### src/rtl/bdr_pkg.sv
// ----------------------------------------------------------------------------
// bdr_pkg
// Shared constants and types of the bar-graph delta renderer.
// ----------------------------------------------------------------------------
package bdr_pkg;

  // Bar geometry in display columns
  localparam int BAR_WIDTH  = 200;
  localparam int BAR_LEFT   = 28;
  localparam int BAR_MIDDLE = 128;
  localparam int BAR_HALF   = BAR_WIDTH / 2;

  // Shown bar length, two's complement
  localparam int LEN_W   = 9;
  // Signed width for column arithmetic
  localparam int ARITH_W = 11;

  // Divide by 5: q = (r * 52429) >> 18, exact for 0 <= r < 65536
  localparam int DIV5_MUL   = 52429;
  localparam int DIV5_SHIFT = 18;
  localparam int QUOT_W     = 13;

  localparam int IN_TDATA_W  = 16;
  localparam int OUT_TDATA_W = 24;

  typedef logic signed [LEN_W-1:0]   len_t;
  typedef logic signed [ARITH_W-1:0] coord_t;

  localparam coord_t LEFT_C   = coord_t'(BAR_LEFT);
  localparam coord_t MIDDLE_C = coord_t'(BAR_MIDDLE);
  localparam coord_t WIDTH_C  = coord_t'(BAR_WIDTH);

  localparam logic PAINT_CLEAR = 1'b0;
  localparam logic PAINT_FILL  = 1'b1;

  localparam logic STYLE_POS = 1'b0;
  localparam logic STYLE_CEN = 1'b1;

  // One rectangle command
  typedef struct packed {
    logic       paint;
    logic [7:0] x_start;
    logic [7:0] span;
  } cmd_t;

  // All commands caused by one item, slot 0 first
  typedef struct packed {
    logic [1:0]      cnt;
    cmd_t [2:0]      cmds;
  } plan_t;

  // Queue status seen by the front and the back
  typedef struct packed {
    logic full;
    logic empty;
  } q_stat_t;

endpackage

### src/rtl/bdr_front.sv
// ----------------------------------------------------------------------------
// bdr_front
// Accepts items, scales the reading, and turns it into a command plan
// against the bar state it keeps.
// ----------------------------------------------------------------------------
module bdr_front (
  input  logic                              clk,
  input  logic                              rst,
  input  logic                              cfg_wen,
  input  logic                              cfg_wdata,
  input  logic                              s_tvalid,
  output logic                              s_tready,
  input  logic                              s_tuser,
  input  logic [bdr_pkg::IN_TDATA_W-1:0]    s_tdata,
  input  bdr_pkg::q_stat_t                  q_stat,
  output logic                              q_push,
  output bdr_pkg::plan_t                    q_plan
);

  function automatic bdr_pkg::cmd_t mk_cmd(input logic p, input bdr_pkg::coord_t x,
                                           input bdr_pkg::coord_t s);
    bdr_pkg::cmd_t c;
    c.paint   = p;
    c.x_start = x[7:0];
    c.span    = s[7:0];
    return c;
  endfunction

  // bar state
  logic             bar_enable;
  bdr_pkg::len_t    shown_length;
  logic             shown_style;
  logic             bar_present;

  // stage A: scaled reading
  logic             a_valid;
  logic             a_style;
  bdr_pkg::len_t    a_v;

  // scaling
  logic signed [15:0]              rd;
  logic [30:0]                     prod;
  logic [bdr_pkg::QUOT_W-1:0]      quot;
  bdr_pkg::len_t                   v_pos;
  bdr_pkg::len_t                   v_cen;

  // planning
  logic              chg;
  logic              pres_e;
  bdr_pkg::coord_t   cur;
  bdr_pkg::coord_t   v;
  logic              d0_p, d1_p;
  bdr_pkg::coord_t   d0_x, d0_s, d1_x, d1_s;
  logic              d0v, d1v;
  logic              b_adv;

  assign rd   = s_tdata;
  assign prod = 31'(rd[14:0]) * 31'(bdr_pkg::DIV5_MUL);
  assign quot = prod[bdr_pkg::DIV5_SHIFT +: bdr_pkg::QUOT_W];

  always_comb begin
    if (rd[15]) begin
      v_pos = '0;
    end else if (quot > bdr_pkg::QUOT_W'(bdr_pkg::BAR_WIDTH - 1)) begin
      v_pos = bdr_pkg::len_t'(bdr_pkg::BAR_WIDTH - 1);
    end else begin
      v_pos = bdr_pkg::len_t'(quot);
    end
    if (rd > 16'(bdr_pkg::BAR_HALF)) begin
      v_cen = bdr_pkg::len_t'(bdr_pkg::BAR_HALF);
    end else if (rd < -16'sd1 * 16'(bdr_pkg::BAR_HALF)) begin
      v_cen = -bdr_pkg::len_t'(bdr_pkg::BAR_HALF);
    end else begin
      v_cen = rd[bdr_pkg::LEN_W-1:0];
    end
  end

  // A style change clears the area and leaves bar zero drawn
  assign chg    = a_style != shown_style;
  assign pres_e = chg | bar_present;
  assign cur    = chg ? '0 : bdr_pkg::coord_t'(shown_length);
  assign v      = bdr_pkg::coord_t'(a_v);

  always_comb begin
    d0_p = bdr_pkg::PAINT_CLEAR;
    d0_x = '0;
    d0_s = '0;
    d1_p = bdr_pkg::PAINT_CLEAR;
    d1_x = '0;
    d1_s = '0;
    if (a_style == bdr_pkg::STYLE_POS) begin
      if (!pres_e) begin
        d0_p = bdr_pkg::PAINT_FILL;
        d0_x = bdr_pkg::LEFT_C;
        d0_s = v + 2'sd1;
      end else if (cur < v) begin
        d0_p = bdr_pkg::PAINT_FILL;
        d0_x = bdr_pkg::LEFT_C + cur + 2'sd1;
        d0_s = v - cur;
      end else begin
        d0_x = bdr_pkg::LEFT_C + v + 2'sd1;
        d0_s = cur - v;
      end
    end else begin
      if (!pres_e) begin
        d0_p = bdr_pkg::PAINT_FILL;
        if (v >= 0) begin
          d0_x = bdr_pkg::MIDDLE_C;
          d0_s = v + 2'sd1;
        end else begin
          d0_x = bdr_pkg::MIDDLE_C + v;
          d0_s = 2'sd1 - v;
        end
      end else if ((v < 0 && cur > 0) || (v > 0 && cur < 0)) begin
        // sign flip: clear old side, fill new side
        d1_p = bdr_pkg::PAINT_FILL;
        if (cur > 0) begin
          d0_x = bdr_pkg::MIDDLE_C + 2'sd1;
          d0_s = cur;
          d1_x = bdr_pkg::MIDDLE_C + v;
          d1_s = -v;
        end else begin
          d0_x = bdr_pkg::MIDDLE_C + cur;
          d0_s = -cur;
          d1_x = bdr_pkg::MIDDLE_C + 2'sd1;
          d1_s = v;
        end
      end else if (v > 0 || cur > 0) begin
        if (cur < v) begin
          d0_p = bdr_pkg::PAINT_FILL;
          d0_x = bdr_pkg::MIDDLE_C + cur + 2'sd1;
          d0_s = v - cur;
        end else begin
          d0_x = bdr_pkg::MIDDLE_C + v + 2'sd1;
          d0_s = cur - v;
        end
      end else if (v < 0 || cur < 0) begin
        if (cur > v) begin
          d0_p = bdr_pkg::PAINT_FILL;
          d0_x = bdr_pkg::MIDDLE_C + v;
          d0_s = cur - v;
        end else begin
          d0_x = bdr_pkg::MIDDLE_C + cur;
          d0_s = v - cur;
        end
      end
    end
  end

  // zero-width commands are dropped
  assign d0v = d0_s > 0;
  assign d1v = d1_s > 0;

  always_comb begin
    q_plan.cmds = '0;
    q_plan.cnt  = '0;
    if (chg) begin
      q_plan.cmds[0] = mk_cmd(bdr_pkg::PAINT_CLEAR, bdr_pkg::LEFT_C, bdr_pkg::WIDTH_C);
      q_plan.cmds[1] = mk_cmd(bdr_pkg::PAINT_FILL,
                              (a_style == bdr_pkg::STYLE_CEN) ? bdr_pkg::MIDDLE_C
                                                              : bdr_pkg::LEFT_C,
                              bdr_pkg::coord_t'(1));
      q_plan.cmds[2] = mk_cmd(d0_p, d0_x, d0_s);
      q_plan.cnt     = 2'd2 + {1'b0, d0v};
    end else if (d0v) begin
      q_plan.cmds[0] = mk_cmd(d0_p, d0_x, d0_s);
      q_plan.cmds[1] = mk_cmd(d1_p, d1_x, d1_s);
      q_plan.cnt     = 2'd1 + {1'b0, d1v};
    end else begin
      q_plan.cmds[0] = mk_cmd(d1_p, d1_x, d1_s);
      q_plan.cnt     = {1'b0, d1v};
    end
  end

  // an item leaves stage A once its plan has a queue slot or needs none
  assign b_adv    = a_valid && (!bar_enable || q_plan.cnt == '0 || !q_stat.full);
  assign q_push   = a_valid && bar_enable && q_plan.cnt != '0 && !q_stat.full;
  assign s_tready = !a_valid || b_adv;

  always_ff @(posedge clk) begin
    if (rst) begin
      bar_enable   <= 1'b0;
      shown_length <= '0;
      shown_style  <= bdr_pkg::STYLE_CEN;
      bar_present  <= 1'b0;
      a_valid      <= 1'b0;
    end else begin
      if (cfg_wen) begin
        bar_enable   <= cfg_wdata;
        shown_length <= '0;
        shown_style  <= bdr_pkg::STYLE_CEN;
        bar_present  <= 1'b0;
      end else if (b_adv && bar_enable) begin
        shown_length <= a_v;
        shown_style  <= a_style;
        bar_present  <= 1'b1;
      end
      if (s_tready) begin
        a_valid <= s_tvalid;
      end
    end
  end

  always_ff @(posedge clk) begin
    if (s_tvalid && s_tready) begin
      a_style <= s_tuser;
      a_v     <= (s_tuser == bdr_pkg::STYLE_CEN) ? v_cen : v_pos;
    end
  end

endmodule

### src/rtl/bdr_plan_q.sv
// ----------------------------------------------------------------------------
// bdr_plan_q
// Two-entry queue of command plans between front and back.
// ----------------------------------------------------------------------------
module bdr_plan_q (
  input  logic             clk,
  input  logic             rst,
  input  logic             push,
  input  bdr_pkg::plan_t   wr_plan,
  input  logic             pop,
  output bdr_pkg::plan_t   rd_plan,
  output bdr_pkg::q_stat_t stat
);

  bdr_pkg::plan_t slots [2];
  logic           wr_ptr;
  logic           rd_ptr;
  logic [1:0]     count;

  assign rd_plan    = slots[rd_ptr];
  assign stat.full  = count == 2'd2;
  assign stat.empty = count == 2'd0;

  always_ff @(posedge clk) begin
    if (rst) begin
      wr_ptr <= 1'b0;
      rd_ptr <= 1'b0;
      count  <= '0;
    end else begin
      if (push) begin
        wr_ptr <= ~wr_ptr;
      end
      if (pop) begin
        rd_ptr <= ~rd_ptr;
      end
      count <= count + {1'b0, push} - {1'b0, pop};
    end
  end

  always_ff @(posedge clk) begin
    if (push) begin
      slots[wr_ptr] <= wr_plan;
    end
  end

endmodule

### src/rtl/bdr_back.sv
// ----------------------------------------------------------------------------
// bdr_back
// Steps a plan into the output register, one command per cycle while free.
// ----------------------------------------------------------------------------
module bdr_back (
  input  logic                              clk,
  input  logic                              rst,
  input  bdr_pkg::plan_t                    head,
  input  bdr_pkg::q_stat_t                  q_stat,
  output logic                              pop,
  output logic                              m_tvalid,
  input  logic                              m_tready,
  output logic [bdr_pkg::OUT_TDATA_W-1:0]   m_tdata,
  output logic                              m_tlast
);

  bdr_pkg::plan_t cur;
  logic [1:0]     idx;
  logic           busy;
  logic           out_free;
  logic           issue;
  logic           last_cmd;
  bdr_pkg::cmd_t  cmd;

  assign out_free = !m_tvalid || m_tready;
  assign issue    = busy && out_free;
  assign last_cmd = idx == cur.cnt - 2'd1;
  assign pop      = !q_stat.empty && (!busy || (issue && last_cmd));

  always_comb begin
    case (idx)
      2'd0:    cmd = cur.cmds[0];
      2'd1:    cmd = cur.cmds[1];
      default: cmd = cur.cmds[2];
    endcase
  end

  always_ff @(posedge clk) begin
    if (rst) begin
      busy     <= 1'b0;
      idx      <= '0;
      m_tvalid <= 1'b0;
    end else begin
      if (issue) begin
        m_tvalid <= 1'b1;
      end else if (m_tready) begin
        m_tvalid <= 1'b0;
      end
      // a new plan restarts the index, else each issue steps it
      if (pop) begin
        busy <= 1'b1;
        idx  <= '0;
      end else if (issue) begin
        idx <= idx + 2'd1;
        if (last_cmd) begin
          busy <= 1'b0;
        end
      end
    end
  end

  always_ff @(posedge clk) begin
    if (pop) begin
      cur <= head;
    end
    if (issue) begin
      m_tdata <= {7'b0, cmd.span, cmd.x_start, cmd.paint};
      m_tlast <= last_cmd;
    end
  end

endmodule

### src/rtl/bargraph_delta_renderer.sv
// ----------------------------------------------------------------------------
// bargraph_delta_renderer
// Turns readings into fill/clear rectangle commands that update a bar graph.
// ----------------------------------------------------------------------------
// Input stream: s_tuser = style (0 positive, 1 centred), s_tdata = signed
//   16-bit reading. Output stream: one rectangle command per item, tlast on
//   the final command caused by a reading. A reading gives 0 to 3 commands.
// Config: bar_enable is written with cfg_wen/cfg_wdata, by the user only while idle
//   (the block does not enforce it); any write also wipes the bar state (length 0, centred, nothing drawn).
// Path: a reading is registered in the scale stage, its plan goes into the queue,
//   the back sequencer loads it, and each command is registered for output.
// Throughput: the back sequencer issues one command per cycle while the output
//   register is free, a reading's commands in turn; readings that cause no
//   command pass at one per cycle.
// Reset: rst clears the bar state, disables drawing and empties the queue.
// Stall: while m_tready is low the output register holds its command; the
//   two-entry plan queue fills and then s_tready drops.
// ----------------------------------------------------------------------------
module bargraph_delta_renderer (
  input  logic        clk,
  input  logic        rst,
  // configuration: bar_enable
  input  logic        cfg_wen,
  input  logic        cfg_wdata,
  // readings
  input  logic        s_tvalid,
  output logic        s_tready,
  input  logic        s_tuser,   // [0] style
  input  logic [15:0] s_tdata,   // [15:0] reading
  // rectangle commands
  output logic        m_tvalid,
  input  logic        m_tready,
  output logic [23:0] m_tdata,   // [0] paint, [8:1] x_start, [16:9] span, rest zero
  output logic        m_tlast
);

  // front -> queue
  logic             q_push;
  bdr_pkg::plan_t   q_wr_plan;
  // queue -> back
  logic             q_pop;
  bdr_pkg::plan_t   q_rd_plan;
  bdr_pkg::q_stat_t q_stat;

  // scaling, state tracking, command planning
  bdr_front u_front (
    .clk       (clk),
    .rst       (rst),
    .cfg_wen   (cfg_wen),
    .cfg_wdata (cfg_wdata),
    .s_tvalid  (s_tvalid),
    .s_tready  (s_tready),
    .s_tuser   (s_tuser),
    .s_tdata   (s_tdata),
    .q_stat    (q_stat),
    .q_push    (q_push),
    .q_plan    (q_wr_plan)
  );

  // plans wait here so either side can stall on its own
  bdr_plan_q u_queue (
    .clk     (clk),
    .rst     (rst),
    .push    (q_push),
    .wr_plan (q_wr_plan),
    .pop     (q_pop),
    .rd_plan (q_rd_plan),
    .stat    (q_stat)
  );

  // one command per cycle into the output register, while it is free
  bdr_back u_back (
    .clk      (clk),
    .rst      (rst),
    .head     (q_rd_plan),
    .q_stat   (q_stat),
    .pop      (q_pop),
    .m_tvalid (m_tvalid),
    .m_tready (m_tready),
    .m_tdata  (m_tdata),
    .m_tlast  (m_tlast)
  );

  // zero-width commands must never leave the block
  a_span_nonzero: assert property (@(posedge clk) disable iff (rst)
    m_tvalid |-> m_tdata[16:9] != 8'd0)
    else $error("zero-width command issued");

  a_no_overflow: assert property (@(posedge clk) disable iff (rst)
    q_push |-> !q_stat.full)
    else $error("plan pushed into full queue");

  a_no_underflow: assert property (@(posedge clk) disable iff (rst)
    q_pop |-> !q_stat.empty)
    else $error("plan popped from empty queue");

  a_reset_quiet: assert property (@(posedge clk)
    rst |=> !m_tvalid && q_stat.empty)
    else $error("output or queue busy after reset");

endmodule
### config.mk
export PLATFORM = sky130hd
export DESIGN_NAME = bargraph_delta_renderer
export DESIGN_NICKNAME = d
export VERILOG_FILES = /design/src/rtl/bdr_pkg.sv /design/src/rtl/bdr_front.sv /design/src/rtl/bdr_plan_q.sv /design/src/rtl/bdr_back.sv /design/src/rtl/bargraph_delta_renderer.sv
export SDC_FILE = /design/constraint.sdc
export NUM_CORES = 1
export LEC_CHECK = 0
export BUFFER_PORTS_ARGS = -buffer_cell sky130_fd_sc_hd__clkbuf_2
export CELL_PAD_IN_SITES_DETAIL_PLACEMENT = 1
export CELL_PAD_IN_SITES_GLOBAL_PLACEMENT = 2
export CORE_ASPECT_RATIO = 1.25
export CORE_MARGIN = 5
export CORE_UTILIZATION = 45
export CTS_CLUSTER_DIAMETER = 40
export CTS_CLUSTER_SIZE = 16
export DETAILED_ROUTE_END_ITERATION = 7
export HOLD_SLACK_MARGIN = 0.02
export MAX_ROUTING_LAYER = met4
export PLACE_DENSITY = 0.87
export SYNTH_ARGS = -nofsm -noshare
export SYNTH_HDL_FRONTEND = slang
export SYNTH_SLANG_ARGS = --single-unit
### constraint.sdc
create_clock -name clk -period 13.17 [get_ports clk]
set_input_delay 2.634 -clock clk [delete_from_list [all_inputs] [get_ports clk]]
set_output_delay 2.634 -clock clk [all_outputs]
set_load 0.02 [all_outputs]
# Word-level counts from Yosys, hierarchy flattened
# Memories as Yosys holds them, arrays and structs flattened. A register that Yosys moved wholly into a read port is not among the register bits.
# Index checks and enable logic that the tools add are counted.
dict set report word_totals {
  register_bits 49
  mem_bits_rw 106
  in_bits 23
  out_inout_bits 27
  elab_cells 152
  mem_count 1
}
dict set report op_classes {
  n_addsub 20
  multipliers 1
  n_lt_le_gt_ge 12
  eq_ne 4
  mux 61
  bitwise 3
  reduce_logical 35
}
# memory words width rd rd_ports_with_merged_regs wr line_no
set mem_list {}
lappend mem_list {u_queue.slots 2 53 1 1 1 bdr_plan_q.sv:15} ;# bdr_pkg::plan_t slots [2];
# operator n
set op_table {}
lappend op_table {{$mux W11} 15}
lappend op_table {{$mux W8} 16}
lappend op_table {{$mux W17} 3}
lappend op_table {{$mux W9} 5}
lappend op_table {{$mux W34} 1}
lappend op_table {{$pmux W17 S2} 1}
lappend op_table {{$gt A11 B1 Y1 const B} 3}
lappend op_table {{$add A8 B2 Y8 const B} 4}
lappend op_table {{$mul A15 B16 Y31 const B} 1}
lappend op_table {{$mux W1} 18}
lappend op_table {{$add A6 B8 Y8 const A} 2}
lappend op_table {{$add A8 B8 Y8 const A} 2}
lappend op_table {{$gt A16 B8 Y1 const B} 1}
lappend op_table {{$lt A16 B8 Y1 const B} 1}
lappend op_table {{$gt A13 B8 Y1 const B} 1}
lappend op_table {{$gt A11 B9 Y1} 1}
lappend op_table {{$logic_and A1 B1 Y1} 11}
lappend op_table {{$lt A11 B1 Y1 const B} 1}
lappend op_table {{$lt A11 B9 Y1} 1}
lappend op_table {{$neg A11 Y11} 1}
lappend op_table {{$neg A9 Y11} 1}
lappend op_table {{$sub A11 B9 Y11} 1}
lappend op_table {{$sub A9 B11 Y11} 1}
lappend op_table {{$add A9 B2 Y10 const B} 1}
lappend op_table {{other kinds (23)} 43}

# Depth between registers and ports, before layout
# Gate-level depths: netlist of run 1.
dict set report logic_depth {
  ltp_word 18
  depth_mapped 30
  depth_no_buf 26
}

# By module
# Synthesis of run 1 repeated with hierarchy kept, for this count alone.
dict set report hier_totals {
  cells_unflattened 1514
  hier_area_um2 15970.3
}
# mod n_inst cells_each area_each_um2 seq_area_each_um2
set modules_own_cells {}
lappend modules_own_cells {bdr_front 1 1164 8949.8 560.5}
lappend modules_own_cells {bdr_plan_q 1 186 4295.4 3283.1}
lappend modules_own_cells {bdr_back 1 164 2725.1 2212.1}

# Least setup slack after synthesis of run 1
# OpenSTA, ideal clock, no wires.
dict set report synth_path {
  kind {in2reg}
  from {in s_tdata[13]}
  to {reg u_front.a_v[0] (data pin)}
  setup_ns 0.256
  t_arrival_ns 8.161
  required_time_ns 12.914
  path_slack_ns 4.753
  cell_stages 22
  n_path_buf 1
  path_cell_list {inv_1 > ha_1 > fa_1 > fa_1 > fa_1 > inv_1 > fa_1 > inv_1 > fa_1 > inv_1 > ha_1 > clkbuf_1 > a21o_1 > a21o_1 > a2111oi_0 > o311ai_0 > nand2_1 > o21ai_0 > a211o_1 > a21oi_1 > nand3_1 > a22o_1}
}
dict set report synth_via {
  elab_chain_len 5
  word_cells_on_any_way 9
  cone_classes {mul (1); order compare (3); mux (5)}
}
# item line_no
set synth_lines {}
lappend synth_lines {{start: declaration} bargraph_delta_renderer.sv:29} ;# input logic [15:0] s_tdata,
lappend synth_lines {{$mul A15 B16 Y31} bdr_front.sv:58} ;# assign prod = 31'(rd[14:0]) * 31'(bdr_pkg::DIV5_MUL);
lappend synth_lines {{$gt A13 B8 Y1} bdr_front.sv:64} ;# end else if (quot > bdr_pkg::QUOT_W'(bdr_pkg::BAR_WIDTH - 1)) begin
lappend synth_lines {{$mux W9} bdr_front.sv:64}
lappend synth_lines {{$mux W9} bdr_front.sv:62} ;# if (rd[15]) begin
lappend synth_lines {{$mux W9 (*)} bdr_front.sv:207} ;# a_v <= (s_tuser == bdr_pkg::STYLE_CEN) ? v_cen : v_pos;
lappend synth_lines {{end signal: assignment} bdr_front.sv:207}
lappend synth_lines {{end: declaration} bdr_front.sv:38} ;# bdr_pkg::len_t a_v;
# Mark *: on every way between the ends. The rest lies on a longest branch, timed or not.
# A chain may end at the register's enable or synchronous reset.

==> out/summary.txt, run 1 <==
Sum Neg Setup Slack - 0 ns
First-pass DRT Iterations - 5
synthesis-stage register bit count - 208
share of flip-flops with an asynchronous set or reset - 0%
Clk Latency, worst-skew pair - 0.52 ns
Worst EP arrival - 7.98 ns
Site Rows - 77
crit start category - flip-flop
Global Route Usage Sum - 28.4%
static leakage - 0.00704 µW
fin util - 49.2%
Root Driver - clkbuf_16
num ports - 50
critical path endpoint category - output port
fin. max-slew vios - 0
count leader, synth - edfxtp_1
Max Fanout on Critical Path - 40
status - complete, no violations
count of final setup violators - 0
DR iter-0 viols - 645
CORE AREA - 0.0353 mm²
top post-synthesis cells by count - 187 x edfxtp_1, 161 x ha_1, 146 x nand2_1
vias per cell - 5.95
fmax - 94.2 MHz
pwr/cell area - 186 mW/mm²
cts bufs inserted - 20
number of max-cap violations - 0
clk buf depth - 3
total gr overflow - 0
unrepaired setup endpoints after global routing - false
met1 Use GR - 32.8%
worst slew pin tran - 1.16 ns
Routed Antenna Nets - 0
DR vias - 12,419
DP HPWL - 42,700 µm
Post-Syn Area - 0.0160 mm²
Yosys top cell by area - edfxtp_1
Chip Height - 221 µm
CTS tree - done
top cells by area, synth - edfxtp_1 35%, ha_1 13%, fa_1 7.2%
Port Buffer Count - 42
n_diodes - 0
post-cts resize count - 0
initial antenna violation count - 0
Cells after Synth - 1,585
area of the die - 0.0394 mm²
floorplan die width - 178 µm
Synth-to-Final Area Change - 8.70%
CTS hold repair buffers - 0
largest net degree at the start of global routing - 58
Top Usage Layer GRT - met2
Post-synth EDFFs - 187
count of cell types in the netlist - 86
Post-CTS Setup Bufs - 0
Residual DRC - 0
starting density of the core - 45.3%
flop2flop setup slack - 4.74 ns
first-pass GRT wire length - 82,600 µm
Reg clk slew, reported paths - 0.06 ns
Worst Hold Class - reg2reg
GRT met2 Usage - 50.7%
Tmin final - 10.62 ns
normalized max-slew margin - 22.5%
Nets - 1,843
Main synth FF type - edfxtp_1
fin crit share - 80.6%
vias in the first global route - 13,547
Yosys warnings - 0
total wire length - 53,900 µm
Max Clock Skew - 0.0278 ns
share of the synthesized area in the top cell type - 35.2%
sequential area share after synthesis - 37.8%
H-tree depth - 1
WP data required - 10.54 ns
worst setup path class - reg2out
mean post-synth cell area - 10.1 µm²
Peak VDD IR - 0.000149 V
Global Route met3 Usage - 2.24%
drt wl/cell - 25.8 µm
share of cells above drive strength 1 - 11.6%
CTS Sinks - 208
gp weighted congestion - 1.01
Final Hold Violating Endpoints - 0
## per-layer routing
layer  wire length [µm]  part of all wire [%]
met1              21500                    40
met2              27700                    51
met3               1770                   3.3
met4               2860                   5.3
met5                  0                     0
## power breakdown
group | internal [µW] | switching, µW | leakage [µW]
combinational | 658 | 1080 | 0.00484
sequential | 880 | 43.2 | 0.00188
clock | 322 | 255 | 0.000319
total | 1860 | 1370 | 0.00704
## per-stage QoR
stage               instance area, µm²  worst slack [ns]  instances  hold WS [ns]  total power (µW)
floorplan                        16000              4.75       1591         0.453              2150
global placement                 16700              3.41       2054         0.479              2610
detailed placement               16700              3.18       2054         0.506              2670
CTS                              17300              2.60       2088         0.527              3260
global route                     17300              2.11       2088         0.554              3490
finish                           17300              2.55       2088         0.527              3230
## path summary, 6_finish.rpt
path	startpoint	endpoint	depth (start not counted)
min	u_back.cur[43]$_DFFE_PP_	u_back.m_tdata[2]$_DFFE_PP_	2
max reg2reg	u_front.a_style$_DFFE_PP_	u_queue.slots[0][26]$_DFFE_PP_	22
min reg2reg	u_back.cur[43]$_DFFE_PP_	u_back.m_tdata[2]$_DFFE_PP_	2
max	u_front.a_style$_DFFE_PP_	s_tready	22
## state kept, by name, summed over array words and instances (netlist names), 2 cells and up
signal                cells
u_front.a_v               9
u_back.cur               53
u_back.idx                2
u_front.shown_length      9
u_queue.slots           106
u_back.m_tdata           17
u_queue.count             2
## critical path, stage by stage (launching register included)
cell,delay (ns)
edfxtp_1,0.32
buf_4,0.37
xnor2_4,0.16
buf_4,0.44
and2_1,0.44
ha_1,0.33
nor2b_1,0.15
o2111ai_1,0.43
nand4_1,0.76
nand2_1,0.88
o21ai_1,0.16
o311a_1,0.16
o311ai_1,0.72
o2111ai_1,0.36
o31ai_4,0.32
buf_4,0.28
inv_4,0.16
ha_1,0.23
nand2b_1,0.17
nor2_1,0.20
nor2_1,0.10
nand3_1,0.10
clkbuf_2,0.18
## placed cells by master, fill, tap and decap left out, drive strengths merged, types with 7 or more instances in the layout
cell,count
o31ai,12
o211ai,14
a22oi,23
nor3,34
or2,10
nand2b,14
edfxtp,187
nand3,32
nand4,12
a211o,8
dfxtp,21
or3,7
nor2,109
mux2,59
ha,161
fa,57
conb,7
mux2i,14
a31oi,18
and2,12
xnor2,53
nand2,146
o21a,11
inv,139
a21o,22
xor2,14
clkbuf,68
a211oi,16
a21oi,97
and3,9
nor2b,11
nor4,7
o21ai,90
buf,28
## cells by family after synthesis
kind of cell / Yosys count / synth area share (%)
compound gates: 377 / 15.6
other cells: 1 / 0.0235
xor+xnor: 67 / 3.84
flops: 208 / 37.8
fa+ha+maj: 218 / 19.8
mux: 73 / 5.04
buf+inv: 219 / 5.52
simple gates: 422 / 12.4
## area by class of cell
type,instances,area (µm²)
Fill cell,3985,17900
Multi-Input combinational cell,1164,9110
Sequential cell,208,6040
Tap cell,474,593
Clock buffer,26,543
Inverter,138,520
Timing Repair Buffer,70,420
Clock inverter,8,126
Note: power is estimated with default switching activity, not from simulation.
==> run 2: changes to the inputs <==
--- a/config.mk
+++ b/config.mk
@@ -5,18 +5,19 @@
 export SDC_FILE = /design/constraint.sdc
 export NUM_CORES = 1
 export LEC_CHECK = 0
+export ABC_AREA = 1
 export BUFFER_PORTS_ARGS = -buffer_cell sky130_fd_sc_hd__clkbuf_2
 export CELL_PAD_IN_SITES_DETAIL_PLACEMENT = 1
 export CELL_PAD_IN_SITES_GLOBAL_PLACEMENT = 2
 export CORE_ASPECT_RATIO = 1.25
 export CORE_MARGIN = 5
-export CORE_UTILIZATION = 45
+export CORE_UTILIZATION = 36
 export CTS_CLUSTER_DIAMETER = 40
 export CTS_CLUSTER_SIZE = 16
 export DETAILED_ROUTE_END_ITERATION = 7
 export HOLD_SLACK_MARGIN = 0.02
 export MAX_ROUTING_LAYER = met4
-export PLACE_DENSITY = 0.87
+export PLACE_DENSITY = 0.79
 export SYNTH_ARGS = -nofsm -noshare
 export SYNTH_HDL_FRONTEND = slang
 export SYNTH_SLANG_ARGS = --single-unit
==> constraint.sdc (replaced) <==
create_clock -name clk -period 9.3 [get_ports clk]
set_input_delay 1.86 -clock clk [delete_from_list [all_inputs] [get_ports clk]]
set_output_delay 1.86 -clock clk [all_outputs]
set_load 0.02 [all_outputs]
==> run 2 against run 1 <==
Effect of this change: setup slack got worse by 1.9 ns; via count rose by 5.1%; global-route usage fell by 6.4 points; largest power group unchanged.
==> out/summary.txt, run 2 <==
status - complete, no violations
DP HPWL - 42,100 µm (-1.4%)
synthesis-stage register bit count - 208 (unchanged)
mux cell area share after synthesis - 0.124% (-4.9 points)
num ports - 50 (unchanged)
First-pass DRT Iterations - 5 (unchanged)
CP Depth - 32 (+45%)
CP bufs+invs - 7 (+2)
post-cts resize count - 0 (unchanged)
Worst Hold Class - reg2reg
commonest cells after routing, fill and taps aside - 506 x nand2_1, 219 x inv_1, 187 x edfxtp_1
critical path endpoint category - output port
switch share - 45.6% (+3.1 points)
DR vias - 13,051 (+5.1%)
Yosys top cell by area - edfxtp_1
Largest register FFs - 106 (unchanged)
length of routed met3 wiring - 1220 µm (-31%)
Routed Antenna Nets - 0 (unchanged)
count leader, synth - nand2_1
Synth Area in XOR/XNOR - 2.67% (-1.2 points)
Reg clk slew, reported paths - 0.06 ns (about the same)
first-pass GRT wire length - 81,400 µm (-1.5%)
CORE AREA - 0.0441 mm² (+25%)
number of max-cap violations - 0 (unchanged)
CTS tree - done
Nets - 2,169 (+18%)
CTS Sinks - 208 (unchanged)
initial antenna violation count - 0 (unchanged)
Chip Height - 246 µm (+12%)
Post-Syn Area - 0.0161 mm² (+0.80%)
DR top layer - met4
Synth-to-Final Area Change - 9.30%
sequential share of power - 27.7% (-0.8 points)
gp weighted congestion - 0.967 (-4.4%)
Port Buffer Count - 42 (unchanged)
unrepaired setup endpoints after global routing - false
WL met2 - 27,700 µm (-0.27%)
met1 wire length - 21,600 µm (+0.22%)
top cells by area, synth - edfxtp_1 35%, ha_1 13%, nand2_1 12%
Largest Register - u_queue.slots
area of the die - 0.0490 mm² (+25%)
vias in the first global route - 13,931 (+2.8%)
DR iter-0 viols - 611 (-5.3%)
starting density of the core - 36.5% (-8.8 points)
Final Hold Violating Endpoints - 0 (unchanged)
total wire length - 52,300 µm (-2.9%)
clock share of power - 18.3% (+0.5 points)
pwr/cell area - 275 mW/mm² (+47%)
Worst EP arrival - 6.78 ns (-1.20 ns)
crit start category - flip-flop
Worst Hold Launch - u_back.busy$_SDFFE_PP0P_
worst setup path class - reg2out
H-tree depth - 1 (unchanged)
Post-CTS Setup Bufs - 0 (unchanged)
Main synth FF type - edfxtp_1
Worst R2R Start - u_front.a_style$_DFFE_PP_
fin crit share - 92.9%
flop2flop setup slack - 1.68 ns (-3.06 ns)
placed instance area - 0.0168 mm² (+0.95%)
sequential area share after synthesis - 37.5% (-0.30 points)
final hold slack - 0.485 ns (-0.0414 ns)
top post-synthesis cells by count - 506 x nand2_1, 219 x inv_1, 187 x edfxtp_1
count of cell types in the netlist - 61 (-29%)
design area - 0.0176 mm² (+1.3%)
mean post-synth cell area - 8.47 µm² (-16%)
Comb pwr share - 54.0% (+0.4 points)
Sum Neg Setup Slack - 0 ns (unchanged)
internal power - 2630 µW (+41%)
cell mode on critical path - nand2_1
Post-synth EDFFs - 187 (unchanged)
Largest stage delay, worst path - 0.44 ns (-0.44 ns)
CTS hold repair buffers - 0 (unchanged)
share of the synthesized area in the top cell type - 34.9% (-0.28 points)
Max Fanout on Critical Path - 43 (+7.5%)
largest registers - u_queue.slots: 106 flops, u_back.cur: 53 flops, u_back.m_tdata: 17 flops
clk buf depth - 3 (unchanged)
normalized max-slew margin - 34.6% (+12 points)
r2r endpoint - u_queue.slots[0][25]$_DFFE_PP_
fmax - 116 MHz
share of cells above drive strength 1 - 8.13% (-3.5 points)
count of final setup violators - 0 (unchanged)
worst-case reg-to-reg path depth - 32 (+45%)
Site Rows - 86 (+12%)
family with the most delay on the worst path - simple AND/OR/NAND/NOR gates
n_diodes - 0 (unchanged)
Residual DRC - 0 (unchanged)
Clk Latency, worst-skew pair - 0.53 ns (about the same)
vias per cell - 5.19 (-13%)
Crit. Startpoint - u_front.a_style$_DFFE_PP_
commonest non-fill, non-tap cell in the layout - nand2_1
total gr overflow - 0 (unchanged)
Global Route Usage Sum - 22.0% (-6.4 points)
largest net degree at the start of global routing - 58 (unchanged)
floorplan die width - 199 µm (+12%)
Tmin final - 8.64 ns
static leakage - 0.00800 µW (+14%)
worst slew pin tran - 0.982 ns (-0.175 ns)
Crit-path slowest cell - ha_1
fillers - 5,277 (+32%)
Synth Area in Compound Gates - 10.6% (-5.0 points)
Cells after Synth - 1,899 (+20%)
Psw - 2200 µW (+60%)
cts bufs inserted - 23 (+15%)
share of flip-flops with an asynchronous set or reset - 0% (unchanged)
Simple-Gate Fraction of Synth Area - 21.5% (+9.2 points)
Peak VDD IR - 0.000192 V (+28%)
Root Driver - clkbuf_16
drt wl/cell - 20.8 µm (-19%)
Max Clock Skew - 0.0202 ns (-0.00761 ns)
Worst setup endpoint - s_tready
Synth Area in Adders - 19.6% (-0.16 points)
Yosys warnings - 0 (unchanged)
WP data required - 7.44 ns (-3.10 ns)
largest family of logic cells by synthesized area - simple AND/OR/NAND/NOR gates
fin. max-slew vios - 0 (unchanged)
run 2: how the worst min path moves through the flow:
stage | depth (start not counted) | slack [ns] | end
floorplan | 1 | 0.42 | u_queue.count[1]$_SDFF_PP0_
global placement | 1 | 0.43 | u_queue.count[1]$_SDFF_PP0_
detailed placement | 2 | 0.48 | u_back.m_tvalid$_SDFFE_PP0P_
CTS | 2 | 0.49 | u_back.m_tvalid$_SDFFE_PP0P_
global route | 2 | 0.52 | u_back.m_tvalid$_SDFFE_PP0P_
finish | 2 | 0.49 | u_back.m_tvalid$_SDFFE_PP0P_
run 2: area by class of cell:
cell class	instances	area [µm²]	area share [%]
multi-input cells	1394	8820	50.2
clock inverters	15	159	0.904
inverters	240	906	5.15
clock buffers	26	587	3.34
repair buffers	61	353	2.01
well taps	572	716	4.07
flip-flops and latches	208	6040	34.3
run 2: tightest hold or removal path, stage by stage (launching register included):
cell     delay (ns)
dfxtp_1        0.31
inv_1          0.06
a21oi_1        0.07
run 2: power groups by stage:
stage	registers, µW	clock network, µW	logic [µW]
6_report	1340	885	2610
5_1_grt	1350	945	2980
3_3_place_gp	1350	0	2600
4_1_cts	1340	908	2660
3_5_place_dp	1360	0	2640
2_1_floorplan	1390	0	1830
run 2: layer usage:
| layer | up-vias | track usage, % |
|---|---|---|
| li1 | 6339 | - |
| met1 | 6399 | 25.4 |
| met2 | 232 | 40.6 |
| met3 | 81 | 1.44 |
| met4 | 0 | 6.92 |
| met5 | - | - |
run 2: cell families (layout without fill, tap and decap cells):
group                      after synthesis  count (layout)
xor gates and xnor gates                49              49
DFF                                    208             208
other                                    1               7
adders and majority gates              218             218
buffers and inverters                  303             342
and+or+nand+nor                        826             826
AOI/OAI and AO/OA                      292             292
muxes                                    2               2
run 2: metrics by stage:
| stage | power (µW) | setup WS [ns] | util [%] | instances |
|---|---|---|---|---|
| floorplan | 3210 | 2.16 | - | 1905 |
| global placement | 3940 | 1.36 | 38.2 | 2475 |
| detailed placement | 4000 | 1.23 | 38.2 | 2475 |
| CTS | 4910 | 0.660 | 39.8 | 2516 |
| global route | 5270 | 0.137 | 39.8 | 2516 |
| finish | 4830 | 0.658 | 39.8 | 2516 |
